File: config.mk
export PLATFORM = sky130hd
export DESIGN_NAME = key_value_block_deframer_core
export DESIGN_NICKNAME = d
export VERILOG_FILES = /design/src/sv/kvbd_pkg.sv /design/src/sv/key_value_block_deframer_core.sv
export SDC_FILE = /design/constraint.sdc
export NUM_CORES = 1
export LEC_CHECK = 0
export BUFFER_PORTS_ARGS = -buffer_cell sky130_fd_sc_hd__buf_2
export CORE_ASPECT_RATIO = 0.5
export CORE_MARGIN = 2
export CORE_UTILIZATION = 56
export CTS_CLUSTER_SIZE = 16
export DETAILED_ROUTE_END_ITERATION = 7
export PLACE_DENSITY = 0.84
export SYNTH_ARGS = -nofsm -noshare
export SYNTH_HDL_FRONTEND = slang
export SYNTH_SLANG_ARGS = --single-unit
export TNS_END_PERCENT = 30
File: constraint.sdc
create_clock -name clk -period 6.4 [get_ports clk]
set_input_delay 0.32 -clock clk [delete_from_list [all_inputs] [get_ports clk]]
set_output_delay 0.32 -clock clk [all_outputs]
set_load 0.1 [all_outputs]
File: src/sv/kvbd_pkg.sv
// Shared types and constants for the key/value block deframer.
package kvbd_pkg;

	localparam int unsigned BYTE_W  = 8;
	localparam int unsigned LEN_W   = 16;
	localparam int unsigned ROLE_W  = 3;
	localparam int unsigned REC_W   = 17;
	localparam int unsigned OUT_W   = 48;

	// Bytes of header in every entry: the key length and the value length.
	localparam logic [REC_W-1:0] HEADER_BYTES = REC_W'(4);

	typedef enum logic [ROLE_W-1:0] {
		ROLE_COUNT   = 3'd0,
		ROLE_KLEN    = 3'd1,
		ROLE_KEY     = 3'd2,
		ROLE_VLEN    = 3'd3,
		ROLE_VALUE   = 3'd4,
		ROLE_IGNORED = 3'd5
	} role_t;

endpackage

File: src/sv/key_value_block_deframer_core.sv
// Key/value block deframer: one byte in, one classified byte out per request.
//
//  channel  | direction | contents
//  ---------+-----------+-----------------------------------------------------------
//  s_axis   | in        | tdata: data_byte; tuser: block_start
//  m_axis   | out       | tdata: payload_byte, entry_index, block_done, bounds_error,
//           |           | bytes_done; tuser: byte_role; tlast: record_done
//  cfg      | in        | block_length, always ready
//
// Each byte is classified in the cycle it is accepted and its result is held in the output
// register, which presents it in the next cycle; one byte per cycle is sustained while m_axis_tready is high.
// The parser state is updated by short logic on the accepted byte and the state registers.
// Reset clears the parser to the count low byte and sets block_length to 65535.
// A new request is taken whenever the output register is empty or being emptied.
module key_value_block_deframer_core (
	input  logic                                 clk,
	input  logic                                 arst_n,
	input  logic                                 s_axis_tvalid,
	output logic                                 s_axis_tready,
	input  logic [kvbd_pkg::BYTE_W-1:0]          s_axis_tdata,  // [7:0] data_byte
	input  logic                                 s_axis_tuser,  // [0] block_start
	output logic                                 m_axis_tvalid,
	input  logic                                 m_axis_tready,
	// [7:0] payload_byte, [23:8] entry_index, [24] block_done, [25] bounds_error,
	// [41:26] bytes_done, [47:42] zero
	output logic [kvbd_pkg::OUT_W-1:0]           m_axis_tdata,
	output logic [kvbd_pkg::ROLE_W-1:0]          m_axis_tuser,  // [2:0] byte_role
	output logic                                 m_axis_tlast,
	input  logic                                 cfg_valid,
	output logic                                 cfg_ready,
	input  logic [kvbd_pkg::LEN_W-1:0]           cfg_data
);
	import kvbd_pkg::*;

	typedef enum logic [3:0] {
		PH_COUNT_LO = 4'd0,
		PH_COUNT_HI = 4'd1,
		PH_KLEN_LO  = 4'd2,
		PH_KLEN_HI  = 4'd3,
		PH_KEY      = 4'd4,
		PH_VLEN_LO  = 4'd5,
		PH_VLEN_HI  = 4'd6,
		PH_VALUE    = 4'd7,
		PH_DONE     = 4'd8,
		PH_ERROR    = 4'd9
	} phase_t;

	logic [LEN_W-1:0]  block_len_q;
	phase_t            phase_q;
	logic [LEN_W-1:0]  pos_q;
	logic [LEN_W-1:0]  left_q;
	logic [LEN_W-1:0]  entry_q;
	logic [BYTE_W-1:0] low_q;
	logic [LEN_W-1:0]  remain_q;
	logic [REC_W-1:0]  rec_bytes_q;
	logic [LEN_W-1:0]  done_bytes_q;

	phase_t            cur_phase, nxt_phase;
	logic [LEN_W-1:0]  cur_pos, nxt_pos;
	logic [LEN_W-1:0]  cur_left, nxt_left;
	logic [LEN_W-1:0]  cur_entry, nxt_entry;
	logic [BYTE_W-1:0] cur_low, nxt_low;
	logic [LEN_W-1:0]  cur_remain, nxt_remain;
	logic [REC_W-1:0]  cur_rec, nxt_rec;
	logic [LEN_W-1:0]  cur_done, nxt_done;

	role_t             role;
	logic              rec_end;
	logic [LEN_W-1:0]  idx;
	logic              header;
	logic [LEN_W-1:0]  len;
	logic [LEN_W+1:0]  reach;
	logic              finish;
	logic [LEN_W-1:0]  left_dec;
	logic [LEN_W-1:0]  remain_dec;

	logic              out_valid_q;
	logic [BYTE_W-1:0] out_byte_q;
	role_t             out_role_q;
	logic [LEN_W-1:0]  out_idx_q;
	logic              out_rec_q;
	logic              out_bdone_q;
	logic              out_err_q;
	logic [LEN_W-1:0]  out_bytes_q;

	logic              in_acc;

	assign s_axis_tready = !out_valid_q || m_axis_tready;
	assign in_acc        = s_axis_tvalid && s_axis_tready;
	assign cfg_ready     = 1'b1;

	always_comb begin
		if (s_axis_tuser) begin
			cur_phase  = PH_COUNT_LO;
			cur_pos    = '0;
			cur_left   = '0;
			cur_entry  = '0;
			cur_low    = '0;
			cur_remain = '0;
			cur_rec    = '0;
			cur_done   = '0;
		end else begin
			cur_phase  = phase_q;
			cur_pos    = pos_q;
			cur_left   = left_q;
			cur_entry  = entry_q;
			cur_low    = low_q;
			cur_remain = remain_q;
			cur_rec    = rec_bytes_q;
			cur_done   = done_bytes_q;
		end
	end

	assign len        = {s_axis_tdata, cur_low};
	assign reach      = {2'b00, cur_pos} + (LEN_W+2)'(1) + {2'b00, len};
	assign remain_dec = cur_remain - LEN_W'(1);
	assign left_dec   = cur_left - LEN_W'(1);
	assign header     = (cur_phase == PH_COUNT_LO) || (cur_phase == PH_COUNT_HI) ||
	                    (cur_phase == PH_KLEN_LO) || (cur_phase == PH_KLEN_HI) ||
	                    (cur_phase == PH_VLEN_LO) || (cur_phase == PH_VLEN_HI);

	always_comb begin
		nxt_phase  = cur_phase;
		nxt_pos    = cur_pos;
		nxt_left   = cur_left;
		nxt_entry  = cur_entry;
		nxt_low    = cur_low;
		nxt_remain = cur_remain;
		nxt_rec    = cur_rec;
		nxt_done   = cur_done;
		role       = ROLE_IGNORED;
		rec_end    = 1'b0;
		idx        = cur_entry;
		finish     = 1'b0;

		if (header && (cur_pos >= block_len_q)) begin
			nxt_phase = PH_ERROR;
		end else begin
			unique case (cur_phase)
				PH_COUNT_LO: begin
					role      = ROLE_COUNT;
					idx       = '0;
					nxt_low   = s_axis_tdata;
					nxt_phase = PH_COUNT_HI;
				end
				PH_COUNT_HI: begin
					role      = ROLE_COUNT;
					idx       = '0;
					nxt_left  = len;
					nxt_phase = (len != '0) ? PH_KLEN_LO : PH_DONE;
				end
				PH_KLEN_LO, PH_VLEN_LO: begin
					role      = (cur_phase == PH_KLEN_LO) ? ROLE_KLEN : ROLE_VLEN;
					nxt_low   = s_axis_tdata;
					nxt_phase = (cur_phase == PH_KLEN_LO) ? PH_KLEN_HI : PH_VLEN_HI;
				end
				PH_KLEN_HI, PH_VLEN_HI: begin
					role = (cur_phase == PH_KLEN_HI) ? ROLE_KLEN : ROLE_VLEN;
					if (reach > {2'b00, block_len_q}) begin
						nxt_phase = PH_ERROR;
					end else begin
						nxt_remain = len;
						if (cur_phase == PH_KLEN_HI) begin
							nxt_rec   = HEADER_BYTES + {1'b0, len};
							nxt_phase = (len != '0) ? PH_KEY : PH_VLEN_LO;
						end else begin
							nxt_rec = cur_rec + {1'b0, len};
							if (len != '0) begin
								nxt_phase = PH_VALUE;
							end else begin
								rec_end = 1'b1;
								finish  = 1'b1;
							end
						end
					end
				end
				PH_KEY: begin
					role       = ROLE_KEY;
					nxt_remain = remain_dec;
					if (remain_dec == '0) begin
						nxt_phase = PH_VLEN_LO;
					end
				end
				PH_VALUE: begin
					role       = ROLE_VALUE;
					nxt_remain = remain_dec;
					if (remain_dec == '0) begin
						rec_end = 1'b1;
						finish  = 1'b1;
					end
				end
				default: begin
				end
			endcase
			if (finish) begin
				nxt_done  = cur_done + nxt_rec[LEN_W-1:0];
				nxt_entry = cur_entry + LEN_W'(1);
				nxt_left  = left_dec;
				nxt_phase = (left_dec != '0) ? PH_KLEN_LO : PH_DONE;
			end
			if (role != ROLE_IGNORED) begin
				nxt_pos = cur_pos + LEN_W'(1);
			end
		end
	end

	always_ff @(posedge clk or negedge arst_n) begin
		if (!arst_n) begin
			block_len_q  <= '1;
			phase_q      <= PH_COUNT_LO;
			pos_q        <= '0;
			left_q       <= '0;
			entry_q      <= '0;
			low_q        <= '0;
			remain_q     <= '0;
			rec_bytes_q  <= '0;
			done_bytes_q <= '0;
			out_valid_q  <= 1'b0;
		end else begin
			if (cfg_valid && cfg_ready) begin
				block_len_q <= cfg_data;
			end
			if (in_acc) begin
				phase_q      <= nxt_phase;
				pos_q        <= nxt_pos;
				left_q       <= nxt_left;
				entry_q      <= nxt_entry;
				low_q        <= nxt_low;
				remain_q     <= nxt_remain;
				rec_bytes_q  <= nxt_rec;
				done_bytes_q <= nxt_done;
				out_valid_q  <= 1'b1;
			end else if (m_axis_tready) begin
				out_valid_q  <= 1'b0;
			end
		end
	end

	always_ff @(posedge clk) begin
		if (in_acc) begin
			out_byte_q  <= s_axis_tdata;
			out_role_q  <= role;
			out_idx_q   <= idx;
			out_rec_q   <= rec_end;
			out_bdone_q <= (nxt_phase == PH_DONE);
			out_err_q   <= (nxt_phase == PH_ERROR);
			out_bytes_q <= nxt_done;
		end
	end

	assign m_axis_tvalid = out_valid_q;
	assign m_axis_tdata  = {6'b000000, out_bytes_q, out_err_q, out_bdone_q, out_idx_q,
	                        out_byte_q};
	assign m_axis_tuser  = out_role_q;
	assign m_axis_tlast  = out_rec_q;

`ifndef SYNTHESIS
	a_rec_end_role: assert property (@(posedge clk) disable iff (!arst_n)
		(m_axis_tvalid && m_axis_tlast) |->
			(m_axis_tuser == ROLE_VALUE || m_axis_tuser == ROLE_VLEN))
		else $error("Record end on a byte that is neither value nor value length.");

	a_done_excl_err: assert property (@(posedge clk) disable iff (!arst_n)
		m_axis_tvalid |-> !(m_axis_tdata[24] && m_axis_tdata[25]))
		else $error("Block done and bounds error raised together.");

	a_done_no_left: assert property (@(posedge clk) disable iff (!arst_n)
		(phase_q == PH_DONE) |-> (left_q == '0))
		else $error("Parser done with entries still outstanding.");

	a_overrun_err: assert property (@(posedge clk) disable iff (!arst_n)
		(in_acc && !s_axis_tuser && header && (pos_q >= block_len_q)) |=>
			(m_axis_tvalid && m_axis_tdata[25] && m_axis_tuser == ROLE_IGNORED))
		else $error("Header byte past the block end did not raise the bounds error.");
`endif

endmodule

# Yosys cells after proc, flatten, opt, wreduce, memory -nomap -nowiden

Cells that the tools add are included.

Output and inout port bits: 55
Word-level logic and storage cells: 109
Register bits after elaboration: 172
Bits of input ports: 30

Add/sub/neg operators: 9
Reduce and logical (&&, ||, !) cells: 19
Order comparisons: 2
Muxes and demuxes: 52
Eq/ne operators: 10

Operator list:

| cell                  | number |
|---|---|
| $mux 16               | 18 |
| $mux 17               | 6 |
| $mux 4                | 9 |
| $add 16x1->16 const B | 2 |
| $pmux 16 s2           | 1 |
| $reduce_bool 16->1    | 2 |
| $sub 16x1->16 const B | 2 |
| $mux 8                | 3 |
| $pmux 4 s5            | 1 |
| $add 17x16->18        | 1 |
| $gt 18x16->1          | 1 |
| $add 16x1->17 const B | 1 |
| $add 17x16->17        | 1 |
| $add 3x16->17 const A | 1 |
| $add 16x16->16        | 1 |
| $eq 4x3->1 const B    | 4 |
| $ge 16x16->1          | 1 |
| $logic_not 16->1      | 1 |
| $pmux 3 s5            | 1 |
| $eq 4x2->1 const B    | 2 |
| $eq 4x4->1 const B    | 2 |
| $mux 1                | 8 |
| $reduce_or 2->1       | 4 |
| $logic_or 1x1->1      | 6 |
| 10 further kinds      | 13 |

# Depth between registers and ports, before layout

Word-level depth: 12
Mapped depth: 39
Gate-level depth less buffers: 35

# Worst setup path after synthesis

OpenSTA, ideal clock, no wires.

Path kind: input -> register
From: input port s_axis_tuser
To: register out_bytes_q[14] (data pin)
Buffers on the path: 6
Required time: 6.131 ns
Stages on the path: 37
Arrival time: 7.882 ns
Setup slack: -1.752 ns
Setup time: 0.269 ns
Path through: clkbuf_1 -> clkbuf_1 -> clkbuf_1 -> clkbuf_1 -> buf_1 -> nor2b_1 -> ha_1 -> a21o_1 -> maj3_1 -> a221oi_1 -> o32ai_1 -> nand2_1 -> o31ai_1 -> or2_2 -> a21oi_1 -> xnor2_1 -> ha_1 -> nand4_1 -> a21oi_1 -> a211oi_1 -> nand2_1 -> o21a_1 -> nor3_1 -> clkbuf_1 -> a21oi_1 -> ha_1 -> fa_1 -> a21o_1 -> a21oi_1 -> o21bai_1 -> a21oi_1 -> o211ai_1 -> a21o_1 -> a21oi_1 -> o21ai_0 -> xnor2_1 -> o21ai_0

Cells in the longest elaborated chain, start to end: 10
Elaborated cells between the ends (all ways): 42
Those cells by class: add/sub (6); order compare (2); eq/ne (6); mux (18); reduce/logical (10)

Ends and longest elaborated chain:

| item                 | line                                 | source |
|---|---|---|
| start, declared      | key_value_block_deframer_core.sv:21  | `input logic s_axis_tuser,` |
| $mux 16              | key_value_block_deframer_core.sv:93  | `if (s_axis_tuser) begin` |
| $add 16x1->17        | key_value_block_deframer_core.sv:115 | `assign reach = {2'b00, cur_pos} + (LEN_W+2)'(1) + {2'b00, len};` |
| $add 17x16->18       | key_value_block_deframer_core.sv:115 |  |
| $gt 18x16->1         | key_value_block_deframer_core.sv:159 | `if (reach > {2'b00, block_len_q}) begin` |
| $mux 17              | key_value_block_deframer_core.sv:159 |  |
| $mux 17              | key_value_block_deframer_core.sv:139 | `unique case (cur_phase)` |
| $mux 17              | key_value_block_deframer_core.sv:136 | `if (header && (cur_pos >= block_len_q)) begin` |
| $add 16x16->16       | key_value_block_deframer_core.sv:196 | `nxt_done = cur_done + nxt_rec[LEN_W-1:0];` |
| $mux 16              | key_value_block_deframer_core.sv:195 | `if (finish) begin` |
| $mux 16 *            | key_value_block_deframer_core.sv:136 |  |
| via nxt_done[14]     | key_value_block_deframer_core.sv:65  | `logic [LEN_W-1:0] cur_done, nxt_done;` |
| end signal, assigned | key_value_block_deframer_core.sv:247 | `out_bytes_q <= nxt_done;` |
| end, declared        | key_value_block_deframer_core.sv:84  | `logic [LEN_W-1:0] out_bytes_q;` |

Mark *: on every way through the listed nets, which the timed path passes. The rest lies on a longest branch. The select of a mux whose other input is x is not followed.
A chain may end at the register's enable or synchronous reset.

# Worst setup path after layout

From: register pos_q[1]
To: register out_bytes_q[14] (data pin)

Cells in the longest elaborated chain, start to end: 10
Elaborated cells between the ends (all ways): 15
Those cells by class: add/sub (3); order compare (2); mux (9); reduce/logical (1)

Ends and longest elaborated chain:

| item                   | line                                 | source |
|---|---|---|
| start, declared        | key_value_block_deframer_core.sv:50  | `logic [LEN_W-1:0] pos_q;` |
| start signal, assigned | key_value_block_deframer_core.sv:225 | `pos_q <= nxt_pos;` |
| $mux 16 *              | key_value_block_deframer_core.sv:93  |  |
| $add 16x1->17          | key_value_block_deframer_core.sv:115 |  |
| $add 17x16->18         | key_value_block_deframer_core.sv:115 |  |
| $gt 18x16->1           | key_value_block_deframer_core.sv:159 |  |
| $mux 17                | key_value_block_deframer_core.sv:159 |  |
| $mux 17                | key_value_block_deframer_core.sv:139 |  |
| $mux 17                | key_value_block_deframer_core.sv:136 |  |
| $add 16x16->16         | key_value_block_deframer_core.sv:196 |  |
| $mux 16                | key_value_block_deframer_core.sv:195 |  |
| $mux 16 *              | key_value_block_deframer_core.sv:136 |  |
| via nxt_done[14]       | key_value_block_deframer_core.sv:65  |  |

Marked as above.

==> flow_metrics.tcl <==
set metrics [dict create \
    critPathKind "reg2reg" \
    synthCells 1547 \
    placed_cell_area_um2 14000 \
    required_ns 6.60 \
    setup_viol 2 \
    hp-start "s_axis_tvalid" \
    p_int_mw 2.41 \
    netSwitchingPower_mw 1.72 \
    yosys_warnings 0 \
    wl_per_cell_um 20.0 \
    die_h_um 111 \
    p_sw_share_pct 41.6 \
    htreeDepth 4 \
    grt_pass1_vias 12100 \
    total_power_mw 4.13 \
    routabilityCongestion 0.968 \
    register_area_um2 4530 \
    final_util_pct 65.5 \
    worstReg2RegStart "pos_q[1]$_DFFE_PN0P_" \
    ant_nets 0 \
    power.density_nw_per_um2 279 \
    grt_max_degree 65 \
    die_x_um 218 \
    cp.arrival_ns 6.61 \
    cpPeakStageDelay_ns 0.42 \
    n_antenna_cell 0 \
    p_seq_share_pct 34.9 \
    core_um2 22600 \
    ys_ff_latch 171 \
    pwr-share-clk_pct 25.7 \
    combPwrFrac_pct 39.4 \
    drc_errors 0 \
    path_clk_slew_ns 0.07 \
    async_reset_ff_share_pct 73.1 \
    cts_root_buffer "clkbuf_16" \
    power.leakage_nw 6.39 \
    grt_first_pass_wirelength_um 62800 \
    initial_core_util_pct 56.6 \
    routed_wl_um 39300 \
    ys.flop_type "dfrtp_1" \
    hold_path.class "in2reg" \
    slew_headroom_pct 8.76 \
    cp_common_cell "a21oi_2" \
    final_nets 1749 \
    netlist_area_um2 12800 \
    io_buffer_count 77 \
    clock_sinks 171 \
    hold_viol_final 0 \
    cts_max_path_buffers 2 \
    ir_drop_uv 181 \
    crit_path_end_kind "flop" \
    cts_tree "done" \
    drtPass1Iterations 7 \
    fill_cells 1838 \
    netlist_top_cells_area "dfrtp_1 21%, edfxtp_1 11%, ha_1 6.6%, nand2_1 6.0%, o21ai_0 4.8%" \
    dp_worst_setup_slack_ns -0.371 \
    path_max_fanout 8 \
    worstSetupStartpoint "pos_q[1]$_DFFE_PN0P_" \
    io_pins 85 \
    max_clock_freq_mhz 156 \
    dieArea_um2 24100 \
    reg2reg_depth 29 \
    fin_crit_sh_pct 100 \
    synth_edf_count 46 \
    slowest_stage "or3_4" \
    antenna_found_initial 0 \
    setup_ws_ns -0.00999 \
    avgSynthCellArea_um2 8.26 \
    ys_seq_area_share_pct 35.4 \
    holdWs_ns 0.0625 \
    final_layout_size_suffix_gt1_share_pct 18.9 \
    yosysTopAreaCell "dfrtp_1" \
    outcome "finished with violations" \
    hpwl_um 27800 \
    violations "setup timing" \
    fp-row-count 39 \
    final_area_um2 14800 \
    yosysTopAreaCellShare_pct 21.3 \
    finalCriticalPeriod_ns 6.41 \
    drtIter0Drc 1537 \
    maxCapViolCount 0 \
    rsz0062_at_grt "true" \
    vias 12500 \
    track_usage_pct 33.0 \
    post_drt_via_cell_ratio 6.34 \
    cp-start-kind "flop" \
    tightest_slew_ns 1.36 \
    cts_buffers 17 \
    skew_ns 0.0109 \
    syn2layout_area_growth_pct 15.7 \
    clkLatencyLatePin_ns 0.47 \
    slew_violations 0 \
    grt_overflow 0 \
    synth.distinct_cells 78 \
    multi_input_area_um2 7930 \
    min_path_cells 2 \
]
state kept, by name, indices dropped and copies added (netlist names):
signal	flops
out_bdone_q	1
block_len_q	16
remain_q	16
pos_q	16
out_idx_q	16
low_q	8
done_bytes_q	16
phase_q	4
out_err_q	1
entry_q	16
rec_bytes_q	16
out_byte_q	8
m_axis_tlast	1
out_bytes_q	16
left_q	16
m_axis_tuser	3
m_axis_tvalid	1
power groups by stage:
stage                     Combinational, mW  Clock (mW)  Sequential (mW)
after floorplan                        1.11           0             1.46
after global placement                 1.50           0             1.44
after detailed placement               1.54           0             1.45
after CTS                              1.57        1.07             1.43
after global routing                   1.77        1.11             1.46
final                                  1.63        1.06             1.44
cell type report:
cell class | instances | area share (%)
clock buffers | 19 | 2.93
clock inverters | 13 | 0.990
inverters | 45 | 1.15
multi-input cells | 1232 | 53.6
flip-flops and latches | 171 | 30.6
well taps | 307 | 2.60
repair buffers | 182 | 8.09
Yosys cell counts, drive strengths merged (4+ instances only):
master	count
a211o	4
a211oi	15
a21boi	5
a21o	18
a21oi	111
a221oi	6
a22o	22
a22oi	8
a31oi	16
and2	27
and3	14
buf	22
clkbuf	82
dfrtp	109
dfstp	16
edfxtp	46
ha	67
inv	45
maj3	6
mux2	21
mux2i	9
nand2	205
nand2b	15
nand3	40
nand4	19
nor2	138
nor2b	50
nor3	33
nor3b	5
nor4	18
o211ai	13
o21a	13
o21ai	126
o21bai	10
o22ai	9
o31a	4
o31ai	17
or2	12
or3	8
xnor2	49
xor2	44
critical path, delay by kind of cell, from the launching register on:
kind	cells	cell delay, ns
AOI/OAI and AO/OA	17	2.97
adders and majority gates	4	1.40
and+or+nand+nor	5	0.90
DFF	1	0.41
xor gates and xnor gates	2	0.34
buffers and inverters	1	0.14
final timing paths:
| path | to | slack, ns |
|---|---|---|
| max reg2reg | out_bytes_q[14]$_DFFE_PP_ | -0.01 |
| min in group asynchronous | rec_bytes_q[9]$_DFFE_PN0P_ | 0.50 |
| min | m_axis_tvalid$_DFFE_PN0P_ | 0.06 |
| max in group asynchronous | entry_q[12]$_DFFE_PN0P_ | 4.47 |
| min reg2reg | rec_bytes_q[8]$_DFFE_PN0P_ | 0.48 |
| max | out_bytes_q[14]$_DFFE_PP_ | -0.01 |
through the flow:
step                TNS (ns)  std cells
floorplan             -0.878       1552
global placement      -0.558       1924
detailed placement     -3.78       1924
CTS                        0       1963
global route           -2.15       1969
finish               -0.0128       1969
logic make-up (layout without fill, tap and decap cells):
| family | Yosys count | after routing | synth area share [%] |
|---|---|---|---|
| AO/OA/AOI/OAI | 430 | 430 | 21.2 |
| XOR/XNOR | 93 | 93 | 6.37 |
| adder cells (fa/ha/maj) | 76 | 76 | 7.50 |
| buffers and inverters | 149 | 259 | 4.68 |
| flip-flops | 171 | 171 | 35.4 |
| multiplexers | 30 | 30 | 2.56 |
| other | 2 | 7 | 0.0588 |
| AND/OR/NAND/NOR | 596 | 596 | 22.2 |
what timing repair did:
item | CTS | global route
endpoints found under the hold margin | 26 | 0
gates resized for setup | 12 | 24
pin swaps | 14 | 16
gates cloned | 0 | 0
buffers inserted | 6 | 6
hold buffers | 1 | 0
setup endpoints to repair | 11 | 19
per-layer routing:
| layer | global-route usage (%) | share of wire (%) | wire, µm | vias to the layer above |
|---|---|---|---|---|
| met1 | 44.2 | 42 | 16500 | 6062 |
| met5 | 0 | 0 | 0 | - |
| met3 | 9.14 | 9.9 | 3880 | 97 |
| met2 | 50.8 | 45 | 17800 | 606 |
| li1 | - | - | - | 5722 |
| met4 | 12.6 | 2.7 | 1060 | 0 |
cell usage in the layout, fill, tap and decap left out, types with 48 or more instances in the layout:
cell	netlist	layout
nand2_1	205	202
buf_2	4	75
o21ai_0	122	112
ha_1	67	64
dfrtp_1	109	109
nor2_1	137	135
nor2b_1	50	48
xnor2_1	49	49
a21oi_1	111	100
buf_4	9	104
Note: power is estimated with default switching activity, not from simulation.
